**src/scfb_pkg.sv**
```systemverilog
package scfb_pkg;

    localparam logic [7:0] OP_PINS    = 8'h01;
    localparam logic [7:0] OP_SERVO_A = 8'h07;
    localparam logic [7:0] OP_SERVO_B = 8'h08;

    localparam logic [7:0] CFG_SPEED = 8'd0;
    localparam logic [7:0] CFG_A_ID  = 8'd1;
    localparam logic [7:0] CFG_B_ID  = 8'd2;

    localparam logic [1:0] KIND_PINS  = 2'd0;
    localparam logic [1:0] KIND_SERVO = 2'd1;
    localparam logic [1:0] KIND_BAD   = 2'd2;

    localparam int unsigned FRAME_LEN = 21;

    typedef struct packed {
        logic [1:0]  kind;
        logic [6:0]  pins;
        logic [7:0]  id;
        logic [15:0] angle;
        logic [15:0] speed;
        logic [7:0]  pos_sum;
    } t_cmd;

    typedef struct packed {
        logic empty;
        logic full;
    } t_q_status;

endpackage

```
**src/scfb_front.sv**
```systemverilog
module scfb_front
    import scfb_pkg::*;
(
    input  logic        i_clk,
    input  logic        i_rst_n,
    input  logic        i_valid,
    output logic        o_ready,
    input  logic [7:0]  i_opcode,
    input  logic [7:0]  i_data_byte,
    input  logic        i_cfg_valid,
    input  logic [7:0]  i_cfg_index,
    input  logic [15:0] i_cfg_data,
    input  t_q_status   i_q_status,
    output logic        o_push,
    output t_cmd        o_cmd
);

    logic [15:0] r_speed;
    logic [7:0]  r_a_id;
    logic [7:0]  r_b_id;
    logic [6:0]  r_pins;

    logic [15:0] offs;
    logic [15:0] angle;
    logic [7:0]  id;

    assign o_ready = !i_q_status.full;
    assign o_push  = i_valid && o_ready;

    // (128 - data) * 6, kept modulo 2^16
    assign offs  = 16'd128 - {8'd0, i_data_byte};
    assign angle = (offs << 2) + (offs << 1);
    assign id    = (i_opcode == OP_SERVO_A) ? r_a_id : r_b_id;

    always_comb begin
        o_cmd.pins    = r_pins;
        o_cmd.id      = id;
        o_cmd.angle   = angle;
        o_cmd.speed   = r_speed;
        // XOR of id, 00, 1E, 04, 01 and the four data bytes
        o_cmd.pos_sum = id ^ 8'h1B ^ angle[7:0] ^ angle[15:8]
                        ^ r_speed[7:0] ^ r_speed[15:8];
        if (i_opcode == OP_PINS) begin
            o_cmd.kind = KIND_PINS;
            o_cmd.pins = i_data_byte[6:0];
        end else if (i_opcode == OP_SERVO_A || i_opcode == OP_SERVO_B) begin
            o_cmd.kind = KIND_SERVO;
        end else begin
            o_cmd.kind = KIND_BAD;
        end
    end

    always_ff @(posedge i_clk) begin
        if (!i_rst_n) begin
            r_speed <= 16'd1;
            r_a_id  <= 8'd1;
            r_b_id  <= 8'd2;
            r_pins  <= 7'd0;
        end else begin
            if (i_cfg_valid) begin
                case (i_cfg_index)
                    CFG_SPEED: r_speed <= i_cfg_data;
                    CFG_A_ID:  r_a_id  <= i_cfg_data[7:0];
                    CFG_B_ID:  r_b_id  <= i_cfg_data[7:0];
                    default: ;
                endcase
            end
            if (o_push && i_opcode == OP_PINS) begin
                r_pins <= i_data_byte[6:0];
            end
        end
    end

endmodule

```
**src/scfb_queue.sv**
```systemverilog
module scfb_queue
    import scfb_pkg::*;
#(
    parameter int DEPTH = 2
) (
    input  logic      i_clk,
    input  logic      i_rst_n,
    input  logic      i_push,
    input  t_cmd      i_cmd,
    input  logic      i_pop,
    output t_cmd      o_head,
    output t_q_status o_status
);

    localparam int PW = $clog2(DEPTH);
    localparam int CW = $clog2(DEPTH + 1);
    localparam logic [PW-1:0] LAST_PTR = PW'(DEPTH - 1);

    t_cmd          r_mem [DEPTH];
    logic [PW-1:0] r_wr_ptr;
    logic [PW-1:0] r_rd_ptr;
    logic [CW-1:0] r_count;

    assign o_head         = r_mem[r_rd_ptr];
    assign o_status.empty = (r_count == '0);
    assign o_status.full  = (r_count == CW'(DEPTH));

    always_ff @(posedge i_clk) begin
        if (i_push) begin
            r_mem[r_wr_ptr] <= i_cmd;
        end
    end

    always_ff @(posedge i_clk) begin
        if (!i_rst_n) begin
            r_wr_ptr <= '0;
            r_rd_ptr <= '0;
            r_count  <= '0;
        end else begin
            if (i_push) begin
                r_wr_ptr <= (r_wr_ptr == LAST_PTR) ? '0 : r_wr_ptr + 1'b1;
            end
            if (i_pop) begin
                r_rd_ptr <= (r_rd_ptr == LAST_PTR) ? '0 : r_rd_ptr + 1'b1;
            end
            if (i_push && !i_pop) begin
                r_count <= r_count + 1'b1;
            end else if (!i_push && i_pop) begin
                r_count <= r_count - 1'b1;
            end
        end
    end

endmodule

```
**src/scfb_back.sv**
```systemverilog
module scfb_back
    import scfb_pkg::*;
(
    input  logic       i_clk,
    input  logic       i_rst_n,
    input  t_cmd       i_head,
    input  t_q_status  i_q_status,
    output logic       o_pop,
    output logic       o_valid,
    input  logic       i_ready,
    output logic [7:0] o_tx_byte,
    output logic       o_tx_valid,
    output logic [6:0] o_pin_levels,
    output logic       o_bad_command,
    output logic       o_last
);

    localparam logic [4:0] LAST_IDX = 5'(FRAME_LEN - 1);

    logic [4:0] r_idx;
    logic       r_valid;
    logic [7:0] r_byte;
    logic       r_txv;
    logic [6:0] r_pins;
    logic       r_bad;
    logic       r_last;

    logic       advance;
    logic       servo;
    logic       fin;
    logic [7:0] frame_byte;

    assign advance = !r_valid || i_ready;
    assign servo   = (i_head.kind == KIND_SERVO);
    assign fin     = !servo || (r_idx == LAST_IDX);
    assign o_pop   = advance && !i_q_status.empty && fin;

    always_comb begin
        case (r_idx)
            5'd0, 5'd9:              frame_byte = 8'hFA;
            5'd1, 5'd10:             frame_byte = 8'hAF;
            5'd2, 5'd11:             frame_byte = i_head.id;
            5'd3, 5'd12:             frame_byte = 8'h00;
            5'd4:                    frame_byte = 8'h24;
            5'd5, 5'd6, 5'd7, 5'd15: frame_byte = 8'h01;
            5'd8:                    frame_byte = i_head.id ^ 8'h25; // torque-on sum
            5'd13:                   frame_byte = 8'h1E;
            5'd14:                   frame_byte = 8'h04;
            5'd16:                   frame_byte = i_head.angle[7:0];
            5'd17:                   frame_byte = i_head.angle[15:8];
            5'd18:                   frame_byte = i_head.speed[7:0];
            5'd19:                   frame_byte = i_head.speed[15:8];
            5'd20:                   frame_byte = i_head.pos_sum;
            default:                 frame_byte = 8'h00;
        endcase
    end

    always_ff @(posedge i_clk) begin
        if (!i_rst_n) begin
            r_valid <= 1'b0;
            r_idx   <= '0;
        end else if (advance) begin
            r_valid <= !i_q_status.empty;
            if (!i_q_status.empty) begin
                r_idx <= fin ? '0 : r_idx + 1'b1;
            end
        end
    end

    always_ff @(posedge i_clk) begin
        if (advance && !i_q_status.empty) begin
            r_byte <= servo ? frame_byte : 8'h00;
            r_txv  <= servo;
            r_pins <= i_head.pins;
            r_bad  <= (i_head.kind == KIND_BAD);
            r_last <= fin;
        end
    end

    assign o_valid       = r_valid;
    assign o_tx_byte     = r_byte;
    assign o_tx_valid    = r_txv;
    assign o_pin_levels  = r_pins;
    assign o_bad_command = r_bad;
    assign o_last        = r_last;

endmodule

```
**src/servo_command_frame_bridge_core.sv**
```systemverilog
// The first result of a command passes through the command queue and the output register.
// A servo command gives 21 bytes, one per cycle from the output register while the
// output is not stalled; pin and unknown commands give a single result.
// A short command queue lets input transfers continue while the output stalls.
// Reset (synchronous, active low) empties the queue and output, clears the pins
// and returns speed, servo A id and servo B id to 1, 1 and 2.
module servo_command_frame_bridge_core
    import scfb_pkg::*;
#(
    parameter int QUEUE_DEPTH = 2
) (
    input  logic        i_clk,
    input  logic        i_rst_n,
    input  logic        i_valid,
    output logic        o_ready,
    input  logic [7:0]  i_opcode,
    input  logic [7:0]  i_data_byte,
    input  logic        i_cfg_valid,
    output logic        o_cfg_ready,
    input  logic [7:0]  i_cfg_index,
    input  logic [15:0] i_cfg_data,
    output logic        o_valid,
    input  logic        i_ready,
    output logic [7:0]  o_tx_byte,
    output logic        o_tx_valid,
    output logic [6:0]  o_pin_levels,
    output logic        o_bad_command,
    output logic        o_last
);

    t_q_status q_status;
    t_cmd      push_cmd;
    t_cmd      head_cmd;
    logic      push;
    logic      pop;

    assign o_cfg_ready = 1'b1;

    scfb_front u_front (
        .i_clk       (i_clk),
        .i_rst_n     (i_rst_n),
        .i_valid     (i_valid),
        .o_ready     (o_ready),
        .i_opcode    (i_opcode),
        .i_data_byte (i_data_byte),
        .i_cfg_valid (i_cfg_valid && o_cfg_ready),
        .i_cfg_index (i_cfg_index),
        .i_cfg_data  (i_cfg_data),
        .i_q_status  (q_status),
        .o_push      (push),
        .o_cmd       (push_cmd)
    );

    scfb_queue #(
        .DEPTH (QUEUE_DEPTH)
    ) u_queue (
        .i_clk    (i_clk),
        .i_rst_n  (i_rst_n),
        .i_push   (push),
        .i_cmd    (push_cmd),
        .i_pop    (pop),
        .o_head   (head_cmd),
        .o_status (q_status)
    );

    scfb_back u_back (
        .i_clk         (i_clk),
        .i_rst_n       (i_rst_n),
        .i_head        (head_cmd),
        .i_q_status    (q_status),
        .o_pop         (pop),
        .o_valid       (o_valid),
        .i_ready       (i_ready),
        .o_tx_byte     (o_tx_byte),
        .o_tx_valid    (o_tx_valid),
        .o_pin_levels  (o_pin_levels),
        .o_bad_command (o_bad_command),
        .o_last        (o_last)
    );

endmodule

```
**config.mk**
```make
export PLATFORM = sky130hd
export DESIGN_NAME = servo_command_frame_bridge_core
export DESIGN_NICKNAME = d
export VERILOG_FILES = /design/src/scfb_pkg.sv /design/src/scfb_front.sv /design/src/scfb_queue.sv /design/src/scfb_back.sv /design/src/servo_command_frame_bridge_core.sv
export SDC_FILE = /design/constraint.sdc
export NUM_CORES = 1
export LEC_CHECK = 0
export BUFFER_PORTS_ARGS = -buffer_cell sky130_fd_sc_hd__buf_2
export CAP_MARGIN = 30
export CORE_AREA = 2 2 113 170
export DETAILED_ROUTE_END_ITERATION = 7
export DIE_AREA = 0 0 115 172
export GPL_ROUTABILITY_DRIVEN = 0
export SYNTH_ARGS = -nofsm -noshare
export SYNTH_HDL_FRONTEND = slang
export SYNTH_SLANG_ARGS = --single-unit
```
**constraint.sdc**
```tcl
create_clock -name i_clk -period 4.6 [get_ports i_clk]
set_clock_uncertainty 0.2 [all_clocks]
set_input_delay 0.23 -clock i_clk [delete_from_list [all_inputs] [get_ports i_clk]]
set_output_delay 0.23 -clock i_clk [all_outputs]
set_load 0.1 [all_outputs]
```
==> results by group <==
Synthesis
  • Yosys warnings: 0
  • Mapped Avg Cell Area: about 12 µm²
  • Number of enable flip-flop cells after synthesis: 122
  • Post-synth ARST share: 0%
  • Top cells by area, synth: edfxtp_1 (45%), dfxtp_1 (12%), mux2i_1 (7.7%)
  • Post-synth top area share: 45.19%
  • Cell Area, Synth: 8108 µm²
  • Mapped Nets: 707
  • Main synth FF type: edfxtp_1
  • Sequential area share after synthesis: between 50 and 60%
  • Yosys reg bits: 172
  • Yosys cell types: between 70 and 80
  • Area leader, netlist: edfxtp_1
  • Gate Count Post-Synth: 649

Finish
  • Nets: around 800
  • Ant. Diodes: 0
  • Syn-to-layout area delta: 16.27%
  • Ratio of cells with drive above 1 in the final layout: 19.49%
  • Reg area: roughly 4700 µm²
  • Fin cells: 959
  • Area occupied by multi-input gates: ~3300 µm²
  • # fillers: 1584

Min path
  • Worst hold endpoint: u_front.r_pins[3]
  • Hold path cells: 3
  • Worst hold path class: in -> reg
  • Hold Path Origin: i_data_byte[3]

Detailed routing
  • Total Wirelength: between 15000 and 20000 µm
  • Number of remaining DRC errors: 0
  • DR iter-0 viols: 283
  • Routed len/inst: 17.85 µm
  • DR vias/cell: 5.444
  • Post-DRT Antenna Nets: 0
  • Initial DRT Pass Iterations: 5
  • Vias: 5221

Clocking
  • Clock Root Buffer: clkbuf_16
  • H-tree Lvls: 4
  • Setup repair bufs after CTS: 0
  • CTS resizes: 0
  • Sink Count: 172
  • Clock latency on the worst-skew pair: 0.43 ns
  • CTS tree: done
  • Clock Tree Buf Depth: 2
  • CTS Buf Count: 17
  • Worst-path clk slew: 0.07 ns

Critical path
  • Critical Path Source Type: input port
  • Worst R2R End: u_back.o_tx_byte[1]
  • Reg2reg setup slack: 1.68 ns
  • Critical Path RT: around 4.6 ns
  • Reg2Reg Depth: 8
  • CP Capture Type: register
  • R2r startpoint: u_back.r_idx[0]
  • Worst Path Arrival: roughly 3.7 ns
  • Setup CP Type: in -> reg
  • Critical-path maximum fanout: 19

Placed design
  • Setup Slack @ Placement: 0.9816 ns
  • HPWL reported at the end of detailed placement: 12180 µm
  • Buffers on Ports: 64
  • Placed insts: approximately 910

Timing
  • Slew of the pin with the lowest slew margin: 0.8405 ns
  • Final setup fails: 0
  • Max transition margin: 43.76%
  • Slew Limit Fails: 0
  • Min Hold Slack: 0.01374 ns
  • TNS Setup: 0 ns
  • Tmin final: around 3.8 ns
  • Fin. Hold Viols: 0
  • Final cycle utilization of the critical path: between 80% and 90%
  • Fmax: 0.2665 GHz
  • RSZ-0062 raised after global routing: false
  • Final WS setup: 0.8482 ns

Floorplanning
  • Total core area: 18320 µm²
  • Die W: 115 µm
  • Die H: 172 µm
  • DIE AREA: between 15000 and 20000 µm²
  • I/O pin total: between 60 and 70
  • Row count: 61
  • Initial Util: 44.26%

Power and ir drop
  • PD cells: 522.6 nW/µm²
  • Static leakage: 3.459 nW
  • VDD IR max: 0.2116 mV

Run
  • Max_cap viols: 0

GRT
  • Vias in the first global route: roughly 5100
  • First-pass GRT wire length: 27190 µm
  • Pin count of the biggest net entering global routing: 47
  • Global route overflow: 0
  • GRT Util Overall: 18.19%
  • Initial antenna violation count: 0

Run status
  • Outcome: complete, no violations
==> worst max-delay path by stage <==
stage / start / end / slack (ns) / depth (start not counted)
finish: i_data_byte[0] / u_queue.r_mem[1][0] / 0.85 / 10
global route: i_data_byte[0] / u_queue.r_mem[1][0] / 0.70 / 10
CTS: i_data_byte[0] / u_queue.r_mem[0][0] / 0.87 / 10
detailed placement: i_data_byte[0] / u_queue.r_mem[1][0] / 0.98 / 9
global placement: i_data_byte[0] / u_queue.r_mem[0][0] / 1.04 / 9
floorplan: u_queue.r_count[0] / u_queue.r_mem[0][0] / 0.26 / 3
==> report_power, final <==
part | internal [W] | switching, W
registers | 0.00194 | 0.000124
clock network | 0.000795 | 0.000591
logic | 0.000446 | 0.00103
total | 0.00318 | 0.00174
==> registers in the layout, indices dropped and copies added (netlist names), named ones only <==
register	cells
u_queue.r_mem	104
u_back.o_tx_valid	1
u_front.r_pins	7
u_back.o_tx_byte	8
u_front.r_speed	16
u_back.o_last	1
u_front.r_b_id	8
u_back.o_pin_levels	7
u_queue.r_rd_ptr	1
u_queue.r_wr_ptr	1
u_queue.r_count	2
u_back.o_valid	1
u_front.r_a_id	8
u_back.r_idx	5
u_back.o_bad_command	1
==> stage by stage <==
step | area [µm²] | total power [W] | utilization (%)
after detailed placement | 8646 | 0.003565 | 47.20
after floorplan | 8108 | 0.003235 | -
after global placement | 8611 | 0.003528 | 47.01
final | 9427 | 0.004926 | 51.46
after CTS | 9407 | 0.004965 | 51.35
after global routing | 9427 | 0.005142 | 51.46
==> area by class of cell <==
| type | count | area share [%] |
|---|---|---|
| Tap cell | 220 | 2.920 |
| Clock inverter | 8 | 0.7035 |
| Multi-Input combinational cell | 432 | 34.62 |
| Timing Repair Buffer | 90 | 6.291 |
| Inverter | 13 | 0.5177 |
| Clock buffer | 24 | 5.455 |
| Sequential cell | 172 | 49.50 |
==> synthesized netlist by cell type (all sizes together), types with 4 or more instances <==
library cell,count
o22ai,4
a21o,5
inv,12
buf,15
clkbuf,17
and2,5
edfxtp,122
a22oi,6
nand4,5
nand2b,8
ha,13
nor2b,41
o21ai,17
a221oi,6
a31oi,8
nor4,4
dfxtp,50
mux2i,62
nor3,9
xor2,12
mux2,24
or2,5
nand2,40
xnor2,36
a21oi,23
and3,5
nor2,38
nand3,5
==> logic make-up after synthesis <==
group           count (synthesis)  synth area share [%]
simple gates                  179                 11.84
flops                         172                 57.53
compound gates                101                 8.997
mux                            86                 10.99
xor+xnor                       51                 6.034
buf+inv                        45                 2.438
fa+ha+maj                      14                 2.130
other cells                     1               0.04625
==> critical path, stage by stage <==
cell	delay, ns
dlygate4sd3_1	0.53
buf_2	0.20
inv_1	0.11
ha_1	0.52
or3b_1	0.46
xor2_1	0.18
ha_1	0.26
maj3_1	0.41
a2111oi_4	0.44
xnor3_1	0.39
==> per-layer routing <==
| metal | GRT usage, % | routed length (µm) |
|---|---|---|
| met1 | 22.70 | 7433 |
| met2 | 30.46 | 8470 |
| met3 | 3.750 | 652 |
| met4 | 7.910 | 561 |
| met5 | 0 | 0 |
==> timing repair <==
item | CTS | global route
setup endpoints to repair | 0 | 0
hold buffers | 18 | 0
hold endpoints to repair | 35 | 0
==> placed cells by master (no fill, tap or decap), types with 6 or more instances in the layout <==
cell type | Yosys | layout
mux2_2 | 24 | 24
nor2_1 | 37 | 35
inv_1 | 12 | 12
nand2b_1 | 8 | 8
o21ai_0 | 15 | 15
ha_1 | 13 | 13
nor2b_1 | 41 | 41
nand2_1 | 40 | 40
dfxtp_1 | 50 | 49
dlygate4sd3_1 | 0 | 18
buf_2 | 8 | 64
xor2_1 | 12 | 12
nor3_1 | 8 | 8
a221oi_1 | 6 | 6
a31oi_1 | 7 | 7
clkbuf_16 | 0 | 19
edfxtp_1 | 122 | 122
mux2i_1 | 62 | 62
a21oi_1 | 22 | 22
xnor2_1 | 36 | 36
a22oi_1 | 6 | 6
(Power assumes the default switching activity.)
